[config.mk]
export PLATFORM = sky130hd
export DESIGN_NAME = lfu_cache_with_lru_tiebreak
export DESIGN_NICKNAME = d
export VERILOG_FILES = /design/src/rtl/lfu_pkg.sv /design/src/rtl/lfu_datapath.sv /design/src/rtl/lfu_ctrl.sv /design/src/rtl/lfu_cache_with_lru_tiebreak.sv
export SDC_FILE = /design/constraint.sdc
export NUM_CORES = 2
export LEC_CHECK = 0
export ABC_AREA = 1
export BUFFER_PORTS_ARGS = -buffer_cell sky130_fd_sc_hd__buf_2
export CORE_MARGIN = 4
export CORE_UTILIZATION = 46
export CTS_CLUSTER_SIZE = 40
export DETAILED_ROUTE_END_ITERATION = 6
export MAX_ROUTING_LAYER = met4
export REMOVE_ABC_BUFFERS = 1
export SETUP_SLACK_MARGIN = 0.05
export SLEW_MARGIN = 20
export SYNTH_ARGS = -nofsm -noshare
export SYNTH_HDL_FRONTEND = slang
export SYNTH_SLANG_ARGS = --single-unit
[constraint.sdc]
create_clock -name clk -period 22.3 [get_ports clk]
set_input_delay 5.575 -clock clk [delete_from_list [all_inputs] [get_ports clk]]
set_output_delay 5.575 -clock clk [all_outputs]
set_load 0.01 [all_outputs]
[src/rtl/lfu_pkg.sv]
// ----------------------------------------------------------------------------
// LFU cache package
// Shared constants, state type and controller/datapath command and status structs.
// ----------------------------------------------------------------------------
package lfu_pkg;

  localparam int TABLE_ENTRIES = 16;
  localparam int IDX_W = $clog2(TABLE_ENTRIES);
  localparam int CAP_W = 5;
  localparam int KEY_W = 32;
  localparam int VAL_W = 32;
  localparam int CNT_W = 32;
  localparam int STAMP_W = 48;

  localparam logic ACT_GET = 1'b0;
  localparam logic ACT_PUT = 1'b1;
  localparam logic [VAL_W-1:0] MISS_VALUE = {VAL_W{1'b1}};
  localparam logic [CNT_W-1:0] COUNT_MAX = {CNT_W{1'b1}};

  typedef enum logic [2:0] {
    ST_IDLE,
    ST_SCAN,
    ST_DECIDE,
    ST_OUT
  } lfu_state_t;

  // Controller to datapath commands.
  typedef struct packed {
    logic load;       // capture the input beat, clear scan results
    logic scan_step;  // examine the entry at the scan index
    logic apply;      // perform the update chosen after the scan
  } lfu_cmd_t;

  // Datapath to controller status.
  typedef struct packed {
    logic scan_last;  // scan index is at the final entry
  } lfu_status_t;

endpackage

[src/rtl/lfu_datapath.sv]
// ----------------------------------------------------------------------------
// LFU cache datapath
// Entry table, sequential scan for key match, victim and free slot, and
// the update applied once the scan has finished.
// ----------------------------------------------------------------------------
module lfu_datapath import lfu_pkg::*; (
  input  logic                clk,
  input  logic                rst_n,
  input  lfu_cmd_t            cmd,
  output lfu_status_t         status,
  input  logic [CAP_W-1:0]    capacity,
  input  logic                in_action,
  input  logic [KEY_W-1:0]    in_key,
  input  logic [VAL_W-1:0]    in_value,
  output logic                res_hit,
  output logic [VAL_W-1:0]    res_value
);

  // Entry table; only valid entries are ever read.
  logic [TABLE_ENTRIES-1:0] valid_r;
  logic [KEY_W-1:0]   key_mem   [TABLE_ENTRIES];
  logic [VAL_W-1:0]   val_mem   [TABLE_ENTRIES];
  logic [CNT_W-1:0]   cnt_mem   [TABLE_ENTRIES];
  logic [STAMP_W-1:0] stamp_mem [TABLE_ENTRIES];

  logic [STAMP_W-1:0] stamp_r;
  logic [CAP_W-1:0]   occ_r;

  // Captured beat and scan results.
  logic               act_r;
  logic [KEY_W-1:0]   key_r;
  logic [VAL_W-1:0]   val_r;
  logic [IDX_W-1:0]   idx_r;
  logic               match_found_r, victim_found_r, free_found_r;
  logic [IDX_W-1:0]   match_idx_r, victim_idx_r, free_idx_r;
  logic [CNT_W-1:0]   victim_cnt_r;
  logic [STAMP_W-1:0] victim_stamp_r;
  logic               hit_r;
  logic [VAL_W-1:0]   res_r;

  logic [CAP_W-1:0]   eff_cap;
  logic               better;
  logic [STAMP_W-1:0] stamp_nxt;

  assign eff_cap = (capacity < CAP_W'(TABLE_ENTRIES)) ? capacity : CAP_W'(TABLE_ENTRIES);
  assign status.scan_last = (idx_r == IDX_W'(TABLE_ENTRIES - 1));
  assign stamp_nxt = stamp_r + STAMP_W'(1);
  assign res_hit = hit_r;
  assign res_value = res_r;

  // Victim ordering: lower count, then older stamp; ties keep the lower index.
  assign better = !victim_found_r || (cnt_mem[idx_r] < victim_cnt_r) ||
                  ((cnt_mem[idx_r] == victim_cnt_r) && (stamp_mem[idx_r] < victim_stamp_r));

  // Scan bookkeeping and captured beat.
  always_ff @(posedge clk) begin
    if (cmd.load) begin
      act_r <= in_action;
      key_r <= in_key;
      val_r <= in_value;
      idx_r <= '0;
      match_found_r <= 1'b0;
      victim_found_r <= 1'b0;
      free_found_r <= 1'b0;
    end else if (cmd.scan_step) begin
      idx_r <= idx_r + IDX_W'(1);
      if (valid_r[idx_r]) begin
        if (!match_found_r && key_mem[idx_r] == key_r) begin
          match_found_r <= 1'b1;
          match_idx_r <= idx_r;
        end
        if (better) begin
          victim_found_r <= 1'b1;
          victim_idx_r <= idx_r;
          victim_cnt_r <= cnt_mem[idx_r];
          victim_stamp_r <= stamp_mem[idx_r];
        end
      end else if (!free_found_r) begin
        free_found_r <= 1'b1;
        free_idx_r <= idx_r;
      end
    end
  end

  // Update of the table once the scan has finished.
  always_ff @(posedge clk) begin
    if (!rst_n) begin
      valid_r <= '0;
      stamp_r <= '0;
      occ_r <= '0;
    end else if (cmd.apply) begin
      if (match_found_r) begin
        stamp_r <= stamp_nxt;
        stamp_mem[match_idx_r] <= stamp_nxt;
        if (cnt_mem[match_idx_r] != COUNT_MAX) begin
          cnt_mem[match_idx_r] <= cnt_mem[match_idx_r] + CNT_W'(1);
        end
        if (act_r == ACT_PUT) begin
          val_mem[match_idx_r] <= val_r;
        end
      end else if (act_r == ACT_PUT && eff_cap != '0) begin
        if (occ_r >= eff_cap) begin
          // Full: the victim slot is reused; occupancy stays put.
          if (victim_found_r) begin
            key_mem[victim_idx_r] <= key_r;
            val_mem[victim_idx_r] <= val_r;
            cnt_mem[victim_idx_r] <= CNT_W'(1);
            stamp_mem[victim_idx_r] <= stamp_nxt;
            stamp_r <= stamp_nxt;
          end
        end else if (free_found_r) begin
          valid_r[free_idx_r] <= 1'b1;
          key_mem[free_idx_r] <= key_r;
          val_mem[free_idx_r] <= val_r;
          cnt_mem[free_idx_r] <= CNT_W'(1);
          stamp_mem[free_idx_r] <= stamp_nxt;
          stamp_r <= stamp_nxt;
          occ_r <= occ_r + CAP_W'(1);
        end
      end
    end
  end

  // Result register.
  always_ff @(posedge clk) begin
    if (cmd.apply) begin
      hit_r <= (act_r == ACT_GET) && match_found_r;
      if (act_r == ACT_PUT) begin
        res_r <= '0;
      end else if (match_found_r) begin
        res_r <= val_mem[match_idx_r];
      end else begin
        res_r <= MISS_VALUE;
      end
    end
  end

endmodule

[src/rtl/lfu_ctrl.sv]
// ----------------------------------------------------------------------------
// LFU cache controller
// Sequences load, table scan, update and result handshake.
// ----------------------------------------------------------------------------
module lfu_ctrl import lfu_pkg::*; (
  input  logic        clk,
  input  logic        rst_n,
  input  logic        in_fire,
  input  logic        out_fire,
  input  lfu_status_t status,
  output lfu_cmd_t    cmd,
  output logic        busy,
  output logic        out_valid
);

  lfu_state_t state_r, state_nxt;

  // State register.
  always_ff @(posedge clk) begin
    if (!rst_n) begin
      state_r <= ST_IDLE;
    end else begin
      state_r <= state_nxt;
    end
  end

  // Next state and commands.
  always_comb begin
    state_nxt = state_r;
    cmd = '0;
    busy = 1'b1;
    out_valid = 1'b0;
    case (state_r)
      ST_IDLE: begin
        busy = 1'b0;
        if (in_fire) begin
          cmd.load = 1'b1;
          state_nxt = ST_SCAN;
        end
      end
      ST_SCAN: begin
        cmd.scan_step = 1'b1;
        if (status.scan_last) begin
          state_nxt = ST_DECIDE;
        end
      end
      ST_DECIDE: begin
        cmd.apply = 1'b1;
        state_nxt = ST_OUT;
      end
      ST_OUT: begin
        out_valid = 1'b1;
        if (out_fire) begin
          state_nxt = ST_IDLE;
        end
      end
      default: state_nxt = ST_IDLE;
    endcase
  end

  a_load_idle: assert property (@(posedge clk) disable iff (!rst_n)
    cmd.load |-> state_r == ST_IDLE) else $error("load outside idle");
  a_apply_then_out: assert property (@(posedge clk) disable iff (!rst_n)
    cmd.apply |=> out_valid) else $error("result not presented after update");
  a_out_hold: assert property (@(posedge clk) disable iff (!rst_n)
    out_valid && !out_fire |=> out_valid) else $error("result dropped");

endmodule

[src/rtl/lfu_cache_with_lru_tiebreak.sv]
// ----------------------------------------------------------------------------
// LFU cache with LRU tie-break
// Key-value cache, least-frequently-used replacement, oldest entry among
// the lowest count evicted.
// ----------------------------------------------------------------------------
// Channel  Direction  Payload
// in_      slave      tdata: action[0], key[32:1], value_in[64:33]
// out_     master     tdata: hit[0], value_out[32:1]
// cfg_     slave      cache_capacity[4:0]
//
// A beat runs from one accept to the next, when the result is taken at once,
// through the accepting cycle, the table scan, which examines every entry in
// turn, the update and the presentation of the result.
// The next beat is accepted once the result has been taken.
// Reset is synchronous, active low, and clears all valid bits at once.
// A stalled result holds until out_tready is high.
// ----------------------------------------------------------------------------
module lfu_cache_with_lru_tiebreak import lfu_pkg::*; (
  input  logic        clk,
  input  logic        rst_n,
  input  logic        in_tvalid,
  output logic        in_tready,
  input  logic [71:0] in_tdata,   // action, key, value_in
  output logic        out_tvalid,
  input  logic        out_tready,
  output logic [39:0] out_tdata,  // hit, value_out
  input  logic        cfg_valid,
  output logic        cfg_ready,
  input  logic [7:0]  cfg_data    // cache_capacity
);

  lfu_cmd_t    cmd;
  lfu_status_t status;
  logic        busy, hit;
  logic [VAL_W-1:0] value;
  logic [CAP_W-1:0] cap_r;

  assign in_tready = !busy;
  assign cfg_ready = 1'b1;
  assign out_tdata = {7'd0, value, hit};

  // Capacity register.
  always_ff @(posedge clk) begin
    if (!rst_n) begin
      cap_r <= CAP_W'(16);
    end else if (cfg_valid) begin
      cap_r <= cfg_data[CAP_W-1:0];
    end
  end

  lfu_ctrl u_ctrl (
    .clk(clk), .rst_n(rst_n),
    .in_fire(in_tvalid && in_tready),
    .out_fire(out_tvalid && out_tready),
    .status(status), .cmd(cmd), .busy(busy), .out_valid(out_tvalid)
  );

  lfu_datapath u_dp (
    .clk(clk), .rst_n(rst_n), .cmd(cmd), .status(status),
    .capacity(cap_r),
    .in_action(in_tdata[0]), .in_key(in_tdata[32:1]), .in_value(in_tdata[64:33]),
    .res_hit(hit), .res_value(value)
  );

endmodule
==> summary.md <==
| Metric | Value |
|---|---|
| Unique masters post-synth | `55` |
| Global-route wire length before repair | `442 mm` |
| Core area | `236000 um^2` |
| Filler cells | `20046` |
| GRT Total Usage | `24.3%` |
| Initial antenna violation count | `5` |
| Area contributors post-synth | `edfxtp_1 (68%), o21ai_0 (6.5%), nor2_1 (4.9%)` |
| Hpwl dp | `146 mm` |
| IO Pins | `128` |
| Hold path cells | `2` |
| Max-Slew Margin vs Limit | `15.3%` |
| Iter 0 DRT Violations | `7968` |
| Worst slack at placement | `11.22 ns` |
| Clk_skew | `0.0856 ns` |
| Register-to-Register Setup Slack | `13.27 ns` |
| Cell Area, Synth | `109000 um^2` |
| Worst Setup SP | `rst_n` |
| Most frequent CP cell | `inv_2` |
| Initial Util | `46.4%` |
| CTS tree | `done` |
| Layout cells sized above 1 | `8.66%` |
| WP depth | `15` |
| CP arrival | `approximately 11 ns` |
| Final nets | `9209` |
| FF-to-FF path depth | `19` |
| Most common cell after layout, fill and taps aside | `edfxtp_1` |
| Setup bufs post-CTS | `0` |
| Leak Pwr | `40.7 nW` |
| Post-layout minimum cycle time | `10.23 ns` |
| Routed WL | `298 mm` |
| Largest net degree at the start of global routing | `238` |
| Fin crit share | `45.9%` |
| Fmax | `0.0977 GHz` |
| Number of global-route vias before repair | `71342` |
| Crit path buf inv count | `8` |
| Hold WC Path Type | `reg2reg` |
| H-tree depth | `5` |
| Count of warnings emitted by yosys | `0` |
| CP Launch Type | `input port` |
| Wirelength per Cell | `24.1 um` |
| Post-CTS Hold Buffers | `0` |
| Seq/Total Area, Yosys | `70.1%` |
| Worst path top cell family by delay | `buffers and inverters` |
| Synthesis-to-finish area growth | `10.9%` |
| Clock sink count | `about 2600` |
| Final hold vios | `0` |
| Status | `complete, but fails checks` |
| Critical Setup Path Class | `in2reg` |
| Die Wd | `496 um` |
| End point of the critical path | `u_dp.cnt_mem[7][3]` |
| Syn avg cell area | `between 10 and 15 um^2` |
| Final setup violation count | `0` |
| Worst slew pin tran | `approximately 1.3 ns` |
| Yosys top cell by area | `edfxtp_1` |
| Power per Cell Area | `104 nW/um^2` |
| Most frequent cells in the layout | `edfxtp_1 (2494), o21ai_0 (1414), nor2_1 (1404), nand2_1 (664), inv_1 (460)` |
| Root Buffer | `clkbuf_16` |
| Maximum fanout along the worst path | `49` |
| Global route overflow | `0` |
| Final Max Tran Viols | `0` |
| Critical path endpoint category | `flop` |
| Vias per std cell | `5.93` |
| Drt drc | `2` |
| Peak supply drop | `0.0976 mV` |
| # port buffers | `109` |
| Worst EP required | `22.85 ns` |
| Max_cap viols | `0` |
| Post-Synthesis Cells | `9109` |
| Prevailing post-synth register cell | `edfxtp_1` |
| Share of Yosys cell area claimed by the top area cell type | `68.4%` |
| WHS | `0.463 ns` |
| Gpl congestion | `0.852` |
| Cells along the critical path | `buf_2 -> inv_1 -> buf_4 -> nor2_4 -> inv_2 -> nand2_2 -> inv_2 -> o31ai_2 -> nand2_2 -> nor2_2 -> inv_2 -> nor2_4 -> nand2_1 -> inv_2 -> buf_4` |
| DIE AREA | `246000 um^2` |
| Die Ht | `496 um` |
| Reg clk slew, reported paths | `0.06 ns` |
| Critical path's slowest cell | `nor2_4` |
| Floorplan row count | `178` |
| Yosys reg bits | `2585` |
| Fin worst setup slack | `12.07 ns` |
| Footprint of the multi-input gates | `28500 um^2` |
| Clock Tree Buf Depth | `4` |
| Failing checks | `design-rule violations` |
| Final antenna-violating net count | `0` |
| Unrepaired setup endpoints after global routing | `no` |
| Post-synth EDFFs | `approximately 2500` |
| Drt first pass iters | `7` |
| Reg2Reg Capture Point | `u_dp.victim_cnt_r[30]` |
| Worst-skew pair later-pin latency | `about 0.96 ns` |
| Via Count | `between 70000 and 80000` |
| CTS buffer count | `282` |
| Max stage delay on crit path | `0.75 ns` |
| Sequential cell area | `76700 um^2` |
| Post-synth ARST share | `0%` |
| Post-CTS Resized | `0` |
[cell usage after synthesis (16+ instances only)]
cell	instances
buf_6	44
o221ai_1	311
o21ai_1	54
inv_1	479
xnor2_1	20
clkbuf_1	352
edfxtp_1	2494
nand2_1	665
a211oi_1	16
ha_1	92
nor3_1	40
dfxtp_1	91
nor2_1	1434
nand3_1	443
buf_1	35
inv_2	17
o22ai_1	102
a21oi_1	275
xor2_1	46
a31oi_1	24
buf_4	53
o211ai_1	313
o21ai_0	1414
nand4_1	33
nor2_2	16
buf_2	144
[kinds of logic (layout without fill, tap and decap cells)]
family,after synthesis,in the layout,share of synthesized area [%]
and+or+nand+nor,2696,2696,10.1
adders and majority gates,92,92,1.05
AOI/OAI and AO/OA,2541,2541,13.7
other,2,10,0.00686
DFF,2585,2585,70.1
buffers and inverters,1127,1229,4.52
xor gates and xnor gates,66,66,0.528
[tightest hold or removal path, stage by stage (launching register included)]
cell and delay, ns:
dfxtp_1 0.30, inv_1 0.06, a21oi_1 0.06
[report_power, final]
| part | switching, mW | total [mW] | internal (mW) |
|---|---|---|---|
| Sequential | 0.163 | 5.73 | 5.56 |
| Combinational | 1.82 | 2.56 | 0.738 |
| Clock | 1.81 | 4.33 | 2.51 |
[layout make-up]
class,instances,area share (%)
antenna,2,0.00412
clock buffer,361,6.22
sequential,2585,63.2
multi-input combinational,5403,23.5
timing repair buffer,261,1.53
clock inverter,108,0.699
tap,3150,3.25
inverter,499,1.60
[how the worst min path moves through the flow]
| stage | end | slack, ns | from |
|---|---|---|---|
| 6_report | u_dp.valid_r[5] | 0.46 | u_dp.valid_r[5] |
| 5_1_grt | u_dp.valid_r[5] | 0.49 | u_dp.valid_r[5] |
| 4_1_cts | u_dp.valid_r[5] | 0.47 | u_dp.valid_r[5] |
| 3_5_place_dp | u_dp.valid_r[12] | 0.46 | u_dp.valid_r[12] |
| 3_3_place_gp | u_dp.valid_r[12] | 0.44 | u_dp.valid_r[12] |
| 2_1_floorplan | u_dp.valid_r[0] | 0.43 | u_dp.valid_r[0] |
[stage by stage]
stage	power (mW)	util [%]	TNS, ns	cell area [um^2]	std cells
CTS	12.7	51.3	0	121000	12366
global placement	8.29	47.7	0	113000	11896
global route	13.2	51.4	0	121000	12368
detailed placement	8.37	47.8	0	113000	11897
floorplan	7.75	-	-3932.14	106000	8487
finish	12.6	51.4	0	121000	12369
[sequential cells by signal (all words and copies together) (netlist names), 2 cells and up, named ones only]
register	count
u_dp.match_idx_r	4
u_dp.free_idx_r	4
u_dp.val_mem	512
u_dp.victim_stamp_r	48
cap_r	5
u_dp.idx_r	4
u_dp.stamp_r	48
u_dp.valid_r	16
u_dp.victim_idx_r	4
u_dp.key_r	32
u_dp.occ_r	5
u_ctrl.state_r	2
u_dp.key_mem	512
u_dp.val_r	32
u_dp.victim_cnt_r	32
u_dp.res_value	32
u_dp.stamp_mem	768
u_dp.cnt_mem	512
[metal layers]
| metal | wire length [um] | vias up | track usage, % |
|---|---|---|---|
| met1 | 124000 | 36423 | 31.9 |
| met4 | 7840 | 0 | 7.26 |
| met2 | 144000 | 3122 | 39.7 |
| met5 | 0 | - | - |
| met3 | 22500 | 549 | 3.45 |
| li1 | - | 33224 | - |
Power figures use the tool's default switching activity.
